==> src/hdl/adam_pkg.sv <==
`default_nettype none
// ---------------------------------------------------------------------------
// adam_pkg
// Shared types, constants and the square-root step for the Adam update block.
// ---------------------------------------------------------------------------
package adam_pkg;

    localparam int IDX_W      = 12;
    localparam int DATA_W     = 32;
    localparam int RATE_W     = 48;
    localparam int CFG_IDX_W  = 2;
    localparam int CFG_DATA_W = 32;
    localparam int SQRT_STEPS = 32;
    localparam int QUOT_W     = 41;
    localparam int FIFO_DEPTH = 4;
    localparam int S_TDATA_W  = 80;
    localparam int M_TDATA_W  = 48;

    localparam logic [CFG_IDX_W-1:0] REG_LEARN_RATE   = 2'd0;
    localparam logic [CFG_IDX_W-1:0] REG_FIRST_DECAY  = 2'd1;
    localparam logic [CFG_IDX_W-1:0] REG_SECOND_DECAY = 2'd2;
    localparam logic [CFG_IDX_W-1:0] REG_DENOM_FLOOR  = 2'd3;

    localparam logic [31:0]       LEARN_RATE_RST   = 32'd4294967;
    localparam logic [31:0]       FIRST_DECAY_RST  = 32'd3865470566;
    localparam logic [31:0]       SECOND_DECAY_RST = 32'd4290672329;
    localparam logic [15:0]       DENOM_FLOOR_RST  = 16'd1;

    localparam logic [32:0]       ONE_Q32  = 33'h1_0000_0000;
    localparam logic [RATE_W-1:0] RATE_MAX = '1;
    localparam logic [QUOT_W-1:0] STEP_CAP = 41'h100_0000_0000;

    typedef struct packed {
        logic [31:0] learn_rate;
        logic [31:0] first_decay;
        logic [31:0] second_decay;
        logic [15:0] denom_floor;
    } cfg_t;

    typedef struct packed {
        logic [IDX_W-1:0]         idx;
        logic signed [DATA_W-1:0] param;
        logic signed [DATA_W-1:0] grad;
        logic [RATE_W-1:0]        rate;
    } item_t;

    typedef struct packed {
        logic [63:0] x;
        logic [63:0] res;
    } sq_t;

    // one digit of the bit-pair square root
    function automatic sq_t sqrt_step(input logic [63:0] x, input logic [63:0] res,
                                      input logic [63:0] bitv);
        sq_t         o;
        logic [64:0] t;
        t = {1'b0, res} + {1'b0, bitv};
        if ({1'b0, x} >= t) begin
            o.x   = x - t[63:0];
            o.res = (res >> 1) + bitv;
        end else begin
            o.x   = x;
            o.res = res >> 1;
        end
        return o;
    endfunction

endpackage
`default_nettype wire

==> src/hdl/adam_fifo.sv <==
`default_nettype none
// ---------------------------------------------------------------------------
// adam_fifo
// Small request queue between the front and the back.
// ---------------------------------------------------------------------------
module adam_fifo (
    input  logic            aclk,
    input  logic            aresetn,
    input  logic            push,
    input  adam_pkg::item_t push_item,
    output logic            full,
    input  logic            pop,
    output logic            head_valid,
    output adam_pkg::item_t head_item
);
    import adam_pkg::*;

    localparam int PW = $clog2(FIFO_DEPTH);

    item_t         entry_reg [FIFO_DEPTH];
    logic [PW-1:0] wr_ptr_reg, rd_ptr_reg;
    logic [PW:0]   count_reg;

    assign full       = (count_reg == (PW+1)'(FIFO_DEPTH));
    assign head_valid = (count_reg != '0);
    assign head_item  = entry_reg[rd_ptr_reg];

    always_ff @(posedge aclk) begin
        if (!aresetn) begin
            wr_ptr_reg <= '0;
            rd_ptr_reg <= '0;
            count_reg  <= '0;
        end else begin
            if (push) wr_ptr_reg <= wr_ptr_reg + 1'b1;
            if (pop)  rd_ptr_reg <= rd_ptr_reg + 1'b1;
            if (push && !pop)      count_reg <= count_reg + 1'b1;
            else if (pop && !push) count_reg <= count_reg - 1'b1;
        end
    end

    always_ff @(posedge aclk) begin
        if (push) entry_reg[wr_ptr_reg] <= push_item;
    end

`ifndef ASSERT_OFF
    a_no_overflow: assert property (@(posedge aclk) disable iff (!aresetn) push |-> !full)
        else $error("request pushed into full queue");
    a_no_underflow: assert property (@(posedge aclk) disable iff (!aresetn) pop |-> head_valid)
        else $error("request popped from empty queue");
`endif

endmodule
`default_nettype wire

==> config.mk <==
export PLATFORM = sky130hd
export DESIGN_NAME = adam_fifo
export DESIGN_NICKNAME = d
export VERILOG_FILES = /design/src/hdl/adam_pkg.sv /design/src/hdl/adam_fifo.sv
export SDC_FILE = /design/constraint.sdc
export NUM_CORES = 1
export LEC_CHECK = 0
export BUFFER_PORTS_ARGS = -buffer_cell sky130_fd_sc_hd__buf_2
export CORE_ASPECT_RATIO = 0.9
export CORE_MARGIN = 3
export CORE_UTILIZATION = 50
export DETAILED_ROUTE_END_ITERATION = 16
export PLACE_DENSITY = 0.83
export SETUP_SLACK_MARGIN = 0.05
export SLEW_MARGIN = 20
export SYNTH_ARGS = -nofsm -noshare
export SYNTH_HDL_FRONTEND = slang
export SYNTH_SLANG_ARGS = --single-unit
==> constraint.sdc <==
create_clock -name aclk -period 4.3 [get_ports aclk]
set_clock_uncertainty 0.15 [all_clocks]
set_input_delay 0.645 -clock aclk [delete_from_list [all_inputs] [get_ports aclk]]
set_output_delay 0.645 -clock aclk [all_outputs]
set_load 0.01 [all_outputs]
==> key figures <==
Finish
  – Final net count: between 1000 and 1500
  – Proportion of layout cells with a drive suffix above 1: 45.9%
  – Max reg flops: ~500
  – # fillers: between 2000 and 2500
  – Area grow syn2layout: 18.9%
  – Fin util: 61.1%
  – Fin cells: between 1000 and 1500

Floorplanning
  – Row count: 65
  – Die Area: about 39000 µm²
  – Die span in y: about 190 µm
  – Die X: 208 µm
  – Initial Utilization: around half
  – Placeable Area: roughly 36000 µm²
  – Num ports: 254

Yosys
  – Sequential share of the synthesized area: between 80% and 90%
  – Post-Synth Simple-Gate Area: less than 1%
  – Flops & latches, synth: ~510
  – FFs w/ async S/R, synth: 0%
  – Synth Area per Inst: 26.5 µm²
  – Post-synthesis compound-gate area fraction: less than 1%
  – Synth Instances: roughly 700
  – Multiplexer share of the synthesized area: approximately 15%
  – Top cells by area, synth: edfxtp_1 (81%), mux4_2 (15%), dfxtp_1 (0.98%)
  – Cell Area, Synth: ~18000 µm²
  – Post-synth top area share: around four fifths
  – Synth Net Count: ~830
  – XOR/XNOR share of the synthesized area: less than 1%
  – Post-synth top flop: edfxtp_1
  – Netlist cell types: 19
  – Adder-cell share of the synthesized area: less than 1%
  – Largest family of logic cells by synthesized area: multiplexers
  – Yosys top cell by area: edfxtp_1
  – Ys Warns: 0
  – Number of synthesized flops with an enable pin: about 500
  – Count leader, synth: edfxtp_1
  – Synth top cells by count: edfxtp_1 (496), mux4_2 (124), buf_2 (14)

Routing
  – DR iter-0 viols: between 600 and 700
  – Routed wire per std cell: 23.5 µm
  – Drt pass-1 iters: 5
  – Vias per inst: between 5 and 6
  – Post-route ant nets: 0
  – Total Wirelength: between 30000 and 40000 µm
  – Residual DRC: 0
  – Vias: approximately 8300

Placement
  – Dpl cells: between 1000 and 1500
  – Detail Placement HPWL: 20700 µm
  – Routability cong.: between 0.7 and 0.8
  – I/O Buffers: roughly 250
  – Pre-CTS WS: ~1.5 ns

Critical path
  – Crit-path cells: buf_4 -> mux4_2 -> buf_2
  – Slowest cell delay on critical path: around 0.81 ns
  – Setup crit end kind: primary output
  – Crit path DAT: ~2.5 ns
  – Required @ worst endpoint: between 3 and 4 ns
  – CP startpoint kind: register
  – Crit-path slowest cell: dfxtp_4
  – Largest fanout on the critical path: 31
  – CP Buf/Inv Count: 2
  – Critical path class: reg -> out
  – CP top delay family: flip-flops

Clock tree
  – Clk pin slew, worst setup/hold paths: ~0.06 ns
  – CTS tree: done
  – Clock Latency Late Sink: 0.55 ns
  – Root buffer cell: clkbuf_16
  – Num CTS Buffers: 48
  – CTS H-tree lvls: 2
  – Post-CTS setup buffers: 0
  – Hold Buf Count CTS: 0
  – Post-CTS sizing: 0
  – Sink Count: just over 500
  – Longest Clk Path Bufs: 3

STA
  – Worst setup margin: 1.02 ns
  – Final Hold Viols: 0
  – Ratio of final minimum period to clock period: 76.2%
  – Final Max Tran Viols: 0
  – Fmax: 305 MHz
  – Slew Limit Headroom: around 37%
  – Minimum clock period: approximately 3.3 ns
  – Worst-Margin Slew: 0.943 ns
  – RSZ-0062 raised after global routing: false
  – Final setup vio count: 0
  – Setup TNS: 0 ns

Global routing
  – Initial antenna violation count: 6
  – GRT overflow: 0
  – GRT Util Overall: approximately 18%
  – First-pass GRT wire length: approximately 54000 µm
  – Largest net degree at the start of global routing: between 100 and 150
  – Vias in the first global route: 8876

Power and ir drop
  – Peak VDD IR: ~380 µV
  – Leakage dissipation: between 0.007 and 0.008 µW
  – Pwr Density: 500 nW/µm²

Min path
  – Worst hold-check path type: in -> reg

Flow run
  – Max cap viols: 0

Status
  – Status: completed
==> path summary, 6_finish.rpt <==
path                              start                          to  slack (ns)  cells past startpoint
min                       push_item[16]  entry_reg[1][16]$_DFFE_PP_        0.15                      1
min reg2reg   count_reg[2]$_SDFFE_PN0P_   count_reg[2]$_SDFFE_PN0P_        0.36                      2
max reg2reg  wr_ptr_reg[1]$_SDFFE_PN0P_  entry_reg[1][84]$_DFFE_PP_        2.17                      4
max                            register               head_item[11]        1.02                      3
==> where the power goes <==
group	leakage [µW]	switching, µW	internal, µW
logic	0.00191	551	471
registers	0.00463	76.0	5660
clock network	0.000771	1690	2440
==> metal layers <==
| metal | vias up | wire (µm) | global-route usage (%) |
|---|---|---|---|
| met5 | - | 53 | 0 |
| met4 | 8 | 565 | 4.17 |
| met3 | 56 | 2950 | 5.25 |
| met2 | 343 | 17400 | 29.4 |
| met1 | 4293 | 14000 | 25.1 |
| li1 | 3570 | - | - |
==> logic make-up (layout without fill, tap and decap cells) <==
kind of cell,Yosys count,after routing
adders and majority gates,6,6
AOI/OAI and AO/OA,2,2
xor gates and xnor gates,5,5
DFF,505,505
other,0,3
buffers and inverters,32,360
and+or+nand+nor,15,15
muxes,126,126
==> cells in the final DEF (no fill, tap or decap), drive strengths merged, types with 5 or more instances in the layout <==
cell type / count
bufinv: 6
edfxtp: 496
buf: 268
dfxtp: 9
clkinv: 23
and2: 9
ha: 5
mux4: 124
inv: 6
clkbuf: 56
==> per-stage QoR <==
| step | area (µm²) | hold WS [ns] | power [µW] |
|---|---|---|---|
| after floorplan | 18300 | 0.317 | 6440 |
| after global placement | 20200 | 0.330 | 6830 |
| after detailed placement | 20200 | 0.350 | 6870 |
| after CTS | 21800 | 0.122 | 11000 |
| after global routing | 21800 | 0.121 | 11300 |
| final | 21800 | 0.155 | 10900 |
==> area by class of cell <==
cell class                      count  area, µm²  area share [%]
Inverter                            4       15.0          0.0690
Antenna cell                        3       7.51          0.0345
Clock buffer                       56       1250            5.75
Timing Repair Buffer              268       1470            6.73
Sequential cell                   505      15100            69.3
Tap cell                          469        587            2.69
Clock inverter                     32        310            1.43
Multi-Input combinational cell    154       3050            14.0
Note: power is estimated with default switching activity, not from simulation.
